## config.mk

```make
export PLATFORM = sky130hd
export DESIGN_NAME = scc_mul
export DESIGN_NICKNAME = d
export VERILOG_FILES = /design/src/rtl/core/scc_pkg.sv /design/src/rtl/core/scc_mul.sv
export SDC_FILE = /design/constraint.sdc
export NUM_CORES = 1
export LEC_CHECK = 0
export BUFFER_PORTS_ARGS = -buffer_cell sky130_fd_sc_hd__buf_2
export CORE_MARGIN = 3
export CORE_UTILIZATION = 53
export CTS_BUF_LIST = sky130_fd_sc_hd__clkbuf_8 sky130_fd_sc_hd__clkbuf_16
export CTS_CLUSTER_SIZE = 16
export DETAILED_ROUTE_END_ITERATION = 8
export GPL_TIMING_DRIVEN = 0
export PLACE_DENSITY = 0.76
export REMOVE_ABC_BUFFERS = 1
export SETUP_SLACK_MARGIN = 0.05
export SKIP_LAST_GASP = 1
export SLEW_MARGIN = 20
export SYNTH_ARGS = -nofsm -noshare
export SYNTH_HDL_FRONTEND = slang
export SYNTH_SLANG_ARGS = --single-unit
```

## constraint.sdc

```tcl
create_clock -name clk -period 20.7 [get_ports clk]
set_input_delay 3.105 -clock clk [delete_from_list [all_inputs] [get_ports clk]]
set_output_delay 3.105 -clock clk [all_outputs]
set_load 0.02 [all_outputs]
```

## src/rtl/core/scc_pkg.sv

```systemverilog
// shared types, widths and constants of the sphere capsule contact core
package scc_pkg;

  localparam int MUL_MAG = 40;
  localparam int MUL_W   = MUL_MAG + 1;
  localparam int PROD_W  = 2 * MUL_MAG + 1;
  localparam int IT_W    = 128;
  localparam int IT_QW   = 64;
  localparam int IT_CW   = 7;

  localparam logic signed [31:0] Q30_ONE = 32'sh4000_0000;

  typedef enum logic {
    IT_DIV,
    IT_SQRT
  } it_op_t;

  typedef struct packed {
    logic                    go;
    logic signed [MUL_W-1:0] a;
    logic signed [MUL_W-1:0] b;
  } mul_req_t;

  typedef struct packed {
    logic                     done;
    logic signed [PROD_W-1:0] prod;
  } mul_rsp_t;

  typedef struct packed {
    logic             go;
    it_op_t           op;
    logic [IT_W-1:0]  a;
    logic [IT_W-1:0]  b;
    logic [IT_CW-1:0] cnt;
  } it_req_t;

  typedef struct packed {
    logic             done;
    logic [IT_QW-1:0] res;
  } it_rsp_t;

endpackage

```

## src/rtl/core/scc_mul.sv

```systemverilog
// sequential signed multiplier, four multiplier bits per cycle
module scc_mul import scc_pkg::*; (
  input  logic     clk,
  input  logic     rst,
  input  mul_req_t req,
  output mul_rsp_t rsp
);

  localparam int DIG = MUL_MAG / 4;
  localparam int CW  = $clog2(DIG + 1);
  localparam int AW  = 2 * MUL_MAG + 4;

  logic [MUL_MAG-1:0]      am;
  logic [MUL_MAG-1:0]      bm;
  logic [AW-1:0]           acc;
  logic [CW-1:0]           cnt;
  logic                    neg;
  logic                    busy;
  logic                    fin;
  logic [MUL_W-1:0]        amag;
  logic [MUL_W-1:0]        bmag;
  logic [MUL_MAG+3:0]      part;
  logic [MUL_MAG+4:0]      sum;
  logic [AW-1:0]           acc_next;
  logic signed [PROD_W-1:0] pm;

  always_comb begin
    amag     = req.a[MUL_W-1] ? MUL_W'(-req.a) : MUL_W'(req.a);
    bmag     = req.b[MUL_W-1] ? MUL_W'(-req.b) : MUL_W'(req.b);
    part     = am * bm[3:0];
    sum      = {1'b0, acc[AW-1:MUL_MAG]} + {1'b0, part};
    acc_next = AW'({sum, acc[MUL_MAG-1:4]});
    pm       = PROD_W'(acc[2*MUL_MAG-1:0]);
  end

  always_ff @(posedge clk) begin
    if (rst) begin
      busy     <= 1'b0;
      fin      <= 1'b0;
      rsp.done <= 1'b0;
    end else begin
      rsp.done <= fin;
      fin      <= !req.go && busy && (cnt == CW'(1));
      if (req.go) begin
        am   <= amag[MUL_MAG-1:0];
        bm   <= bmag[MUL_MAG-1:0];
        acc  <= '0;
        cnt  <= CW'(DIG);
        neg  <= req.a[MUL_W-1] ^ req.b[MUL_W-1];
        busy <= 1'b1;
      end else if (busy) begin
        acc <= acc_next;
        bm  <= bm >> 4;
        cnt <= cnt - 1'b1;
        if (cnt == CW'(1)) begin
          busy <= 1'b0;
        end
      end
      if (fin) begin
        rsp.prod <= neg ? -pm : pm;
      end
    end
  end

endmodule

```

# [Word-level counts from Yosys, hierarchy flattened]
# Index checks and enable logic that the tools add are counted.
[totals] register_bits=250 input_bits=85 output_inout_bits=82 elab_cells=36
[op_classes] addsub=5 n_mul=1 eq_ne=1 mux=10 n_bitwise=2 reduce_logical=7
[ops] cell="2-to-1 mux 40 bit" n=4
[ops] cell="2-to-1 mux 81 bit" n=1
[ops] cell="negation 80 -> 81 bit" n=1
[ops] cell="2-to-1 mux 80 bit" n=1
[ops] cell="negation 40 bit" n=2
[ops] cell="adder 41 x 44 -> 45 bit" n=1
[ops] cell="multiplier 40 x 4 -> 44 bit" n=1
[ops] cell="AND reduction 2 bit" n=3
[ops] cell="== test 4 x 1 -> 1 bit, second input constant" n=1
[ops] cell="2-to-1 mux 4 bit" n=1
[ops] cell="subtractor 4 x 1 -> 4 bit, second input constant" n=1
[ops] cell="2-to-1 mux 1 bit" n=3
[ops] cell="logical AND 1 bit" n=2
[ops] cell="nonzero test 2 bit" n=1
[ops] cell="logical NOT 1 bit" n=1
[ops] cell="inverter 1 bit" n=1
[ops] cell="bitwise XOR 1 bit" n=1

# [Longest topological paths before layout]
[logic_depth] ltp_word=4 depth_mapped=19 depth_no_buf=17

# [Least setup slack after synthesis]
# Ideal clock, no wire load.
[synth_path] path_type="in2reg" startpoint="input req[82] in the netlist's numbering" endpoint="register acc[0] (enable)" setup_ps=610 arrival_ps=8900 t_required_ps=20090 path_slack_ps=11190 cell_stages=4 path_buffers=2 cell_sequence="clkbuf_1 clkbuf_1 nor2_1 nor2_1"
[synth_between] elab_chain_len=2
[synth_lines] item="start: declaration" line_no="scc_mul.sv:5" rtl="input mul_req_t req,"
[synth_lines] item="nonzero test 2 bit (no line)"
[synth_lines] item="AND reduction 2 bit (no line)"
[synth_lines] item="end signal: assignment" line_no="scc_mul.sv:52" rtl="acc <= acc_next;"
[synth_lines] item="end: declaration" line_no="scc_mul.sv:15" rtl="logic [AW-1:0] acc;"
# No other way between the ends.
# A chain may end at the register's enable or synchronous reset.

# [Final worst setup path]
[layout_path] startpoint="input req[5] in the netlist's numbering" endpoint="register bm[35], data pin"
[layout_between] elab_chain_len=3
[layout_lines] item="negation 40 bit" line_no="scc_mul.sv:29" rtl="bmag = req.b[MUL_W-1] ? MUL_W'(-req.b) : MUL_W'(req.b);"
[layout_lines] item="2-to-1 mux 40 bit" line_no="scc_mul.sv:29"
[layout_lines] item="2-to-1 mux 40 bit" line_no="scc_mul.sv:44" rtl="if (req.go) begin"
[layout_lines] item="end signal: assignment" line_no="scc_mul.sv:46" rtl="bm <= bmag[MUL_MAG-1:0];"
[layout_lines] item="end signal: assignment" line_no="scc_mul.sv:53" rtl="bm <= bm >> 4;"
[layout_lines] item="end: declaration" line_no="scc_mul.sv:14" rtl="logic [MUL_MAG-1:0] bm;"
# No other way between the ends.

==> results.md <==
* P_leak at between 8 and 9 nW
* Worst setup SP type: input port
* Setup TNS Final at 0 ns
* Vias in the first global route at ~12000
* Sinks on Clock Net at 250
* Total power at 0.00257 W
* IR Drop Worst-Case VDD at 100 uV
* Seq/Total Area, Yosys at 0.411
* Max Cap Viol at 0
* Die Ht at 191 um
* Final setup margin at approximately 15 ns
* Final cycle utilization of the critical path at 0.282
* Drt initial violations at approximately 640
* Final setup violation count at 0
* DP Wirelength at roughly 28000 um
* Overall routing resource usage at 0.200
* Number of flops mapped to enable cells by yosys at 247
* Commonest non-fill, non-tap cell in the layout: edfxtp_1
* Routed WL at 36300 um
* First-pass GRT wire length at 60000 um
* Antenna-violating nets left at 0
* CP Capture Type: register
* Drc violations at 0
* Synth Flop Type: edfxtp_1
* # hold bufs at CTS at 0
* RSZ-0062 raised after global routing: no
* Post-CTS Setup Repair Bufs at 0
* I/O Pins at 167
* Largest net degree at the start of global routing at a little under 90
* P per Cell Area at between 100 and 150 nW/um^2
* Most frequent cells in the layout: 247 x edfxtp_1, 202 x inv_1, 165 x buf_2
* Via count at between 10000 and 15000
* Critical path class: input port to register
* Area Overhead vs Synth at 12.7%
* Congestion Overflow GR at 0
* Fmax at roughly 170 MHz
* IO Port Bufs at roughly 170
* Die footprint at 36600 um^2
* Rel. slew slack at 0.264
* NumNets Final at ~2100
* Crit Path Max Fanout at 5
* Num CTS Buffers at 28
* RePlAce Congestion at 0.861
* Asr flop ratio synth at 0
* WHS at 0.467 ns
* DR vias/cell at 5.29
* WL/cell at 15.4 um
* Worst EP arrival at 6.13 ns
* Clk pin slew, worst setup/hold paths at 0.06 ns
* Root Buffer: clkbuf_16
* Worst skew pair latency at 0.57 ns
* Hold Path Class: register to register
* Required time of the critical path at ~21 ns
* Syn Std Cell Area at 18200 um^2
* Status: finished clean
* Drt first pass iters at 4
* Slew @ Worst Pin at approximately 1.1 ns
* Hold Vio Cnt, Final at 0
* Initial antenna violation count at 1
* Die Wd at 191 um
* CTS Buffer Depth at 3
* CTS H-tree lvls at 1
* FF-to-FF setup slack at 14.88 ns
* Synth warn at 0
* Clock skew at 0.0257 ns
* Initial Utilization at 0.540
* Register bit total from synthesis at 250
* # resized after CTS at 0
* Period minus WS final at 5.83 ns
* Fraction of layout cells with a size suffix above 1 at 0.128
* Post-Syn Area per Cell at between 10 and 15 um^2
* Core Rows at 67
* Post-Route Utilization at 0.608
* Antenna cells at 0
* Mapped Cells at 1748
* Core area at 33700 um^2
* Final Max Tran Viols at 0
* Synth cell types at 62
* Dpl ws at 14.28 ns
* CTS tree: built
-- routing by layer --
metal,GRT usage,wire [um],share of wire,vias to the layer above
met4,0.0457,659,0.018,2
met2,0.323,16600,0.46,276
met3,0.0350,2080,0.057,49
met5,0,8,0.00022,-
met1,0.286,17000,0.47,5891
li1,-,-,-,6247
-- cells by family after synthesis --
kind of cell,share of synthesized area
adders and majority gates,0.168
and+or+nand+nor,0.163
buffers and inverters,0.0550
muxes,0.00303
DFF,0.411
AOI/OAI and AO/OA,0.106
xor gates and xnor gates,0.0929
-- synthesized netlist by cell type, drive strengths merged (22+ instances only) --
master  number  area [um^2]
inv        198          743
ha          59          738
nor2       104          390
nand2       94          353
fa         116         2320
a21o        22          165
or3         34          228
a21oi       95          475
nor2b       49          307
and2       153          957
xnor2      141         1230
clkbuf      65          245
xor2        52          455
edfxtp     247         7420
o21ai       84          420
o31ai       50          394
-- final cells by class --
class                      instances  area, um^2
clock inverter                    21         193
sequential                       250        7480
fill                            2810       13200
clock buffer                      28         701
inverter                         198         743
timing repair buffer             179        1090
tap                              448         561
multi-input combinational       1232        9740
-- registers in the layout (all words and copies together) (netlist names) --
| name | count |
|---|---|
| rsp | 82 |
| acc | 81 |
| am | 40 |
| bm | 40 |
| cnt | 4 |
| busy | 1 |
| fin | 1 |
| neg | 1 |
-- path summary, 6_finish.rpt --
| check | start | to | depth (start not counted) |
|---|---|---|---|
| max reg2reg | bm[3] | acc[74] | 16 |
| min reg2reg | fin | rsp[81] | 1 |
| min | fin | rsp[81] | 1 |
| max | req[5] | bm[35] | 10 |
-- metrics by stage --
| step | cell area [um^2] | cells |
|---|---|---|
| after global routing | 20500 | 2356 |
| after global placement | 19300 | 2294 |
| final | 20500 | 2356 |
| after detailed placement | 19600 | 2305 |
| after CTS | 20500 | 2354 |
| after floorplan | 17900 | 1680 |
-- where the power goes --
part	internal (W)	total [W]	switching (W)	leakage, nW
Clock	0.000283	0.000480	0.000198	0.453
Combinational	0.000558	0.00135	0.000797	5.40
Sequential	0.000673	0.000738	0.0000645	2.35
-- worst max-delay path, stage by stage --
cell and delay, ns:
buf_2 0.12, or4_1 0.60, nor3_1 0.35, nand3_1 0.21, nor3_1 0.30, nand3_1 0.21, or4_1 0.59, o41ai_1 0.35
xor2_1 0.20, a21oi_1 0.09
Note: power is estimated with default switching activity, not from simulation.
