[config.mk]
export PLATFORM = sky130hd
export DESIGN_NAME = scc_iter
export DESIGN_NICKNAME = d
export VERILOG_FILES = /design/src/rtl/core/scc_pkg.sv /design/src/rtl/core/scc_iter.sv
export SDC_FILE = /design/constraint.sdc
export NUM_CORES = 2
export LEC_CHECK = 0
export BUFFER_PORTS_ARGS = -buffer_cell sky130_fd_sc_hd__buf_2
export CORE_AREA = 2 2 338 340
export CTS_BUF_LIST = sky130_fd_sc_hd__clkbuf_16
export DETAILED_ROUTE_END_ITERATION = 6
export DIE_AREA = 0 0 340 342
export GPL_TIMING_DRIVEN = 0
export PLACE_DENSITY_LB_ADDON = 0.25
export SLEW_MARGIN = 20
export SYNTH_ARGS = -nofsm -noshare
export SYNTH_HDL_FRONTEND = slang
export SYNTH_SLANG_ARGS = --single-unit
[constraint.sdc]
create_clock -name clk -period 20.1 [get_ports clk]
set_clock_uncertainty 0.15 [all_clocks]
set_input_delay 3.015 -clock clk [delete_from_list [all_inputs] [get_ports clk]]
set_output_delay 3.015 -clock clk [all_outputs]
set_load 0.005 [all_outputs]
[src/rtl/core/scc_pkg.sv]
// shared types, widths and constants of the sphere capsule contact core
package scc_pkg;

  localparam int MUL_MAG = 40;
  localparam int MUL_W   = MUL_MAG + 1;
  localparam int PROD_W  = 2 * MUL_MAG + 1;
  localparam int IT_W    = 128;
  localparam int IT_QW   = 64;
  localparam int IT_CW   = 7;

  localparam logic signed [31:0] Q30_ONE = 32'sh4000_0000;

  typedef enum logic {
    IT_DIV,
    IT_SQRT
  } it_op_t;

  typedef struct packed {
    logic                    go;
    logic signed [MUL_W-1:0] a;
    logic signed [MUL_W-1:0] b;
  } mul_req_t;

  typedef struct packed {
    logic                     done;
    logic signed [PROD_W-1:0] prod;
  } mul_rsp_t;

  typedef struct packed {
    logic             go;
    it_op_t           op;
    logic [IT_W-1:0]  a;
    logic [IT_W-1:0]  b;
    logic [IT_CW-1:0] cnt;
  } it_req_t;

  typedef struct packed {
    logic             done;
    logic [IT_QW-1:0] res;
  } it_rsp_t;

endpackage

[src/rtl/core/scc_iter.sv]
// shared bit-serial divider and square root unit, one bit per cycle
module scc_iter import scc_pkg::*; (
  input  logic    clk,
  input  logic    rst,
  input  it_req_t req,
  output it_rsp_t rsp
);

  logic [IT_W-1:0]  x;
  logic [IT_W-1:0]  y;
  logic [IT_W-1:0]  bitr;
  logic [IT_QW-1:0] q;
  logic [IT_CW-1:0] cnt;
  it_op_t           op;
  logic             busy;
  logic [IT_W-1:0]  r2;
  logic [IT_W-1:0]  t;
  logic [IT_W-1:0]  opa;
  logic [IT_W-1:0]  opb;
  logic [IT_W:0]    diff;
  logic             ge;
  logic [IT_W-1:0]  x_next;
  logic [IT_W-1:0]  y_next;
  logic [IT_QW-1:0] q_next;

  always_comb begin
    r2     = {x[IT_W-2:0], 1'b0};
    t      = y + bitr;
    opa    = (op == IT_DIV) ? r2 : x;
    opb    = (op == IT_DIV) ? y : t;
    diff   = {1'b0, opa} - {1'b0, opb};
    ge     = !diff[IT_W];
    x_next = ge ? diff[IT_W-1:0] : opa;
    q_next = {q[IT_QW-2:0], ge};
    if (op == IT_DIV) begin
      y_next = y;
    end else begin
      y_next = ge ? (y >> 1) + bitr : y >> 1;
    end
  end

  always_ff @(posedge clk) begin
    if (rst) begin
      busy     <= 1'b0;
      rsp.done <= 1'b0;
    end else begin
      rsp.done <= !req.go && busy && (cnt == IT_CW'(1));
      if (req.go) begin
        x    <= req.a;
        y    <= (req.op == IT_DIV) ? req.b : '0;
        bitr <= req.b;
        q    <= '0;
        cnt  <= req.cnt;
        op   <= req.op;
        busy <= 1'b1;
      end else if (busy) begin
        x    <= x_next;
        y    <= y_next;
        bitr <= bitr >> 2;
        q    <= q_next;
        cnt  <= cnt - 1'b1;
        if (cnt == IT_CW'(1)) begin
          busy     <= 1'b0;
          rsp.res  <= (op == IT_DIV) ? q_next : y_next[IT_QW-1:0];
        end
      end
    end
  end

endmodule

# [Word level (Yosys, flattened, before mapping)]
# Cells that the tools add are included.
[op_classes] add_sub_neg=4 multipliers=0 div=0 shift=0 muxes=19 n_lt_le_gt_ge=0 bitwise_logic=2 reduce_logical=10 eq_ne=1
[op_table] cell="$mux W128" count=12
[op_table] cell="$sub A128 B128 Y129" count=1
[op_table] cell="$add A127 B128 Y128" count=1
[op_table] cell="$add A128 B128 Y128" count=1
[op_table] cell="$mux W64" count=1
[op_table] cell="$mux W63" count=1
[op_table] cell="$mux W7" count=2
[op_table] cell="$eq A7 B1 Y1 const B" count=1
[op_table] cell="$sub A7 B1 Y7 const B" count=1
[op_table] cell="$reduce_and A2 Y1" count=2
[op_table] cell="$reduce_and A4 Y1" count=1
[op_table] cell="$reduce_bool A2 Y1" count=2
[op_table] cell="$mux W1" count=3
[op_table] cell="$reduce_and A3 Y1" count=1
[op_table] cell="$logic_and A1 B1 Y1" count=2
[op_table] cell="$logic_not A1 Y1" count=2
[op_table] cell="$not A1 Y1" count=2
[totals] latchBits=0 regBits=521 in_bits=267 output_inout_bits=65 mem_bits_ro=0 ramBits=0 memories=0 elab_cells=46

# [Longest topological paths before layout]
[logic_depth] ltp_word=7 depth_mapped=34 ltp_nobuf=33

# [Least setup slack after synthesis]
# OpenSTA, ideal clock, no wires.
[synth_path] kind="in2reg" startpoint="input port req[264] (netlist name)" endpoint="register bitr[0] (enable)" slack_ps=-1278 path_buffers=3 t_required_ps=18801 setup_ps=1149 arrival_ps=20079 stages=5 path_cell_list="clkbuf_1 -> clkbuf_1 -> clkbuf_1 -> nor2_1 -> nor2_1"
[synth_between] elab_chain_cells=2
[synth_lines] element="from (decl)" line="scc_iter.sv:5" text="input it_req_t req,"
[synth_lines] element="$reduce_bool A2 Y1 (no line)"
[synth_lines] element="$reduce_and A2 Y1 (no line)"
[synth_lines] element="to (signal assigned)" line="scc_iter.sv:51" text="bitr <= req.b;"
[synth_lines] element="to (signal assigned)" line="scc_iter.sv:59" text="bitr <= bitr >> 2;"
[synth_lines] element="to (decl)" line="scc_iter.sv:11" text="logic [IT_W-1:0] bitr;"
# Every way passes these cells.
# A chain may end at the register's enable or synchronous reset.

# [Worst setup path after layout]
[layout_path] startpoint="register y[32]" endpoint="register rsp[45] (netlist name), data pin"
[layout_between] elab_chain_cells=6 word_cells_on_any_way=7 cone_classes="add/sub (3); mux (4)"
[layout_lines] element="from (decl)" line="scc_iter.sv:10" text="logic [IT_W-1:0] y;"
[layout_lines] element="from (signal assigned)" line="scc_iter.sv:50" text="y <= (req.op == IT_DIV) ? req.b : '0;"
[layout_lines] element="from (signal assigned)" line="scc_iter.sv:58" text="y <= y_next;"
[layout_lines] element="$add A128 B128 Y128" line="scc_iter.sv:28" text="t = y + bitr;"
[layout_lines] element="$mux W128" line="scc_iter.sv:30" text="opb = (op == IT_DIV) ? y : t;"
[layout_lines] element="$sub A128 B128 Y129" line="scc_iter.sv:31" text="diff = {1'b0, opa} - {1'b0, opb};"
[layout_lines] element="$mux W128 *" line="scc_iter.sv:38" text="y_next = ge ? (y >> 1) + bitr : y >> 1;"
[layout_lines] element="$mux W128 *" line="scc_iter.sv:35" text="if (op == IT_DIV) begin"
[layout_lines] element="$mux W64 *" line="scc_iter.sv:64" text="rsp.res <= (op == IT_DIV) ? q_next : y_next[IT_QW-1:0];"
[layout_lines] element="to (decl)" line="scc_iter.sv:6" text="output it_rsp_t rsp"
# Every way passes the cells marked *; elsewhere a longest branch is shown, timed or not. The select of a mux whose other input is x is not followed.

==> results by group <==
Floorplan
  – Std-Cell Rows: 124
  – Die height: 342 um
  – Die span in x: roughly 340 um
  – Die footprint: 116000 um^2
  – Boundary Pins: approximately 330
  – CORE AREA: 113000 um^2
  – Starting Density: around 45%

Yosys
  – EDFF count, synth: between 500 and 600
  – Avg Cell Area, Syn: 8.66 um^2
  – Post-synth top area share: 31.0%
  – Asr flop ratio synth: 0%
  – Largest area contributor in the netlist: edfxtp_1
  – Yosys warns: 0
  – Post-Syn Instances: a little under 6000
  – Post-synth top flop: edfxtp_1
  – Share of the yosys chip area belonging to registers: 31.0%
  – Synth area leaders: edfxtp_1 (31%), ha_1 (9.5%), a21oi_1 (6.3%), mux2_2 (5.7%), nand2_1 (4.4%)
  – Commonest cells post-synth: a21oi_1 (636), nand2_1 (586), edfxtp_1 (519), nor2_1 (467), o21ai_0 (389)
  – Post-synthesis register bit count: 521
  – Post-Syn Area: 50300 um^2
  – Unique masters post-synth: 96
  – Most common cell in the netlist: a21oi_1
  – Synth Net Count: 6468

Placed design
  – GPL Wtd Cong: 1.01
  – Detailed placement HPWL: 175000 um
  – Post-DP Area: around 54000 um^2
  – IO Port Bufs: 330

Worst setup path
  – Worst flop-to-flop path endpoint: rsp[45]
  – Crit path max fanout: 10
  – Critical Path AT: 11.09 ns
  – Kind of critical path: register to register
  – R2r startpoint: y[32]
  – WP data required: 20.47 ns
  – R2r worst-path depth: 26
  – Crit. End Element: register
  – Reg2reg setup slack: 9.39 ns
  – CP Capture Point: rsp[45]
  – Startpoint types: register
  – CP startpoint: y[32]

Power and ir drop
  – Leakage: around 23 nW
  – Pwr dens: 103 nW/um^2
  – Overall power: 5.83 mW
  – Max VDD drop: approximately 0.072 mV

Timing
  – Slew Limit Fails: 0
  – Final hold violation count: 0
  – Setup TNS Final: 0 ns
  – Crit share post-route: between 50% and 60%
  – Hold_ws: 0.400 ns
  – RSZ-0062 raised after global routing: false
  – Rel. slew slack: 17.9%
  – Min Tclk post-route: 10.71 ns
  – Slew @ Worst Pin: about 1.2 ns
  – Setup violation total in the final timing report: 0
  – Max Freq: 0.0933 GHz

Global routing
  – Total gr overflow: 0
  – Vias in the first global route: about 46000
  – Largest net degree at the start of global routing: 28
  – Initial antenna violation count: 16
  – First-pass GRT wire length: 311000 um
  – Total Routing Usage GR: 36.2%

Run status
  – Status: finished, violations left
  – Failing checks: design-rule violations

Finish
  – Register area: 15600 um^2
  – Final instance area: approximately 57000 um^2
  – Fill cell count: 11000
  – Area delta synth->final: 12.8%
  – Nets: 6900
  – Share of post-route cells with drive strength above 1: 13.9%
  – Area of the multi-input gates: 32800 um^2

Clock tree
  – CTS Buffer Depth: 3
  – Clock-pin slew on the worst setup and hold paths: roughly 0.060 ns
  – CTS sink count: 521
  – PostCTS Resize Cnt: 0
  – Worst skew pair latency: 0.72 ns
  – Setup Buffers After CTS: 0
  – Num CTS Buffers: 69
  – CTS tree: built
  – Root buffer cell: clkbuf_16
  – CTS H-Tree Depth: 3
  – CTS Hold Bufs: 0

Detailed routing
  – # DRC: 8
  – Antenna-violating nets left: 0
  – Vias per inst: between 6 and 7
  – DRT iter0 DRCs: 6618
  – WL/cell: 27.9 um
  – Via count: between 40000 and 50000
  – First-pass DRT Iterations: 7
  – Total wire length: between 200000 and 250000 um

Min path
  – Hold Path Class: register to register

Job
  – Max Cap Viol: 0
[through the flow]
step | setup WS (ns) | cells | utilization (%)
CTS | 9.80 | 7814 | 50.2
floorplan | 5.34 | 5814 | -
global placement | -0.820 | 7656 | 47.6
global route | 9.23 | 7815 | 50.2
detailed placement | 9.89 | 7687 | 48.1
finish | 9.39 | 7819 | 50.2
[area by class of cell]
| class | instances | share of cell area, % |
|---|---|---|
| multi-input combinational | 4790 | 57.7 |
| sequential | 521 | 27.5 |
| timing repair buffer | 361 | 3.84 |
| tap | 1512 | 3.33 |
| clock buffer | 70 | 3.09 |
| buffer | 370 | 2.65 |
| clock inverter | 57 | 0.952 |
| inverter | 133 | 0.880 |
| antenna | 5 | 0.0220 |
[placed cells by master (no fill, tap or decap), types with 142 or more instances in the layout]
cell type  instances
nor2_1           464
nand2_1          586
o21ai_0          389
mux2_2           256
nand4_1          151
xnor2_1          212
clkbuf_1         280
xor2_1           155
a21o_1           235
a21oi_1          636
inv_1            142
buf_2            408
ha_1             384
edfxtp_1         519
o21a_1           183
[worst min path at each step]
| stage | start | cells after the start | endpoint | slack [ns] |
|---|---|---|---|---|
| 2_1_floorplan | busy | 1 | rsp[64] | 0.34 |
| 3_3_place_gp | q[7] | 1 | rsp[8] | 0.38 |
| 3_5_place_dp | q[10] | 1 | rsp[11] | 0.38 |
| 4_1_cts | q[51] | 2 | q[52] | 0.40 |
| 5_1_grt | q[22] | 1 | rsp[23] | 0.42 |
| 6_report | q[51] | 2 | q[52] | 0.40 |
[critical path: stages, from the launching register on]
cell and delay (ns):
edfxtp_1 0.52, ha_1 0.34, buf_2 0.17, a21o_1 0.21, a21o_1 0.17, a21oi_1 0.30, o21ai_0 0.15, a221oi_1 0.59
a21oi_1 0.34, o31ai_1 0.66, a31oi_1 0.48, a31oi_1 0.46, o31ai_1 0.23, a21o_1 0.25, a21oi_1 0.31, o21ai_1 0.13
xnor2_1 0.14, mux2i_1 0.77, ha_1 0.25, clkbuf_1 0.30, nand4_1 0.28, nor4_1 0.48, nand4_1 0.33, o21ai_2 0.84
clkbuf_1 0.87, o21ai_0 0.48, a21oi_1 0.30
[layer usage]
| layer | up-vias | GRT usage (%) | wire, um |
|---|---|---|---|
| met4 | 10 | 10.9 | 7050 |
| met3 | 308 | 8.78 | 23100 |
| met5 | - | 0 | 66 |
| li1 | 22600 | - | - |
| met2 | 2494 | 51.4 | 88400 |
| met1 | 24400 | 53.7 | 99500 |
[logic make-up (layout without fill, tap and decap cells)]
logic type               Yosys count  in the layout  synth area share [%]
flip-flops                       521            521                  31.0
adder cells (fa/ha/maj)          387            387                  9.66
buffers and inverters            503            991                  3.94
AO/OA/AOI/OAI                   2084           2084                  26.8
multiplexers                     358            358                  7.76
other                              0              5                     0
AND/OR/NAND/NOR                 1594           1594                  14.4
XOR/XNOR                         367            367                  6.39
[sequential cells by signal, summed over array words and instances, names as in the netlist]
register,count
y,128
cnt,7
bitr,128
rsp,65
op,1
busy,1
q,63
x,128
[power breakdown]
part / total (mW) / internal [mW] / switching, mW / leakage, nW
clock: 1.30 / 0.744 / 0.558 / 1.16
combinational: 3.08 / 1.06 / 2.02 / 16.6
sequential: 1.44 / 1.34 / 0.0982 / 4.96
Power figures use the tool's default switching activity.
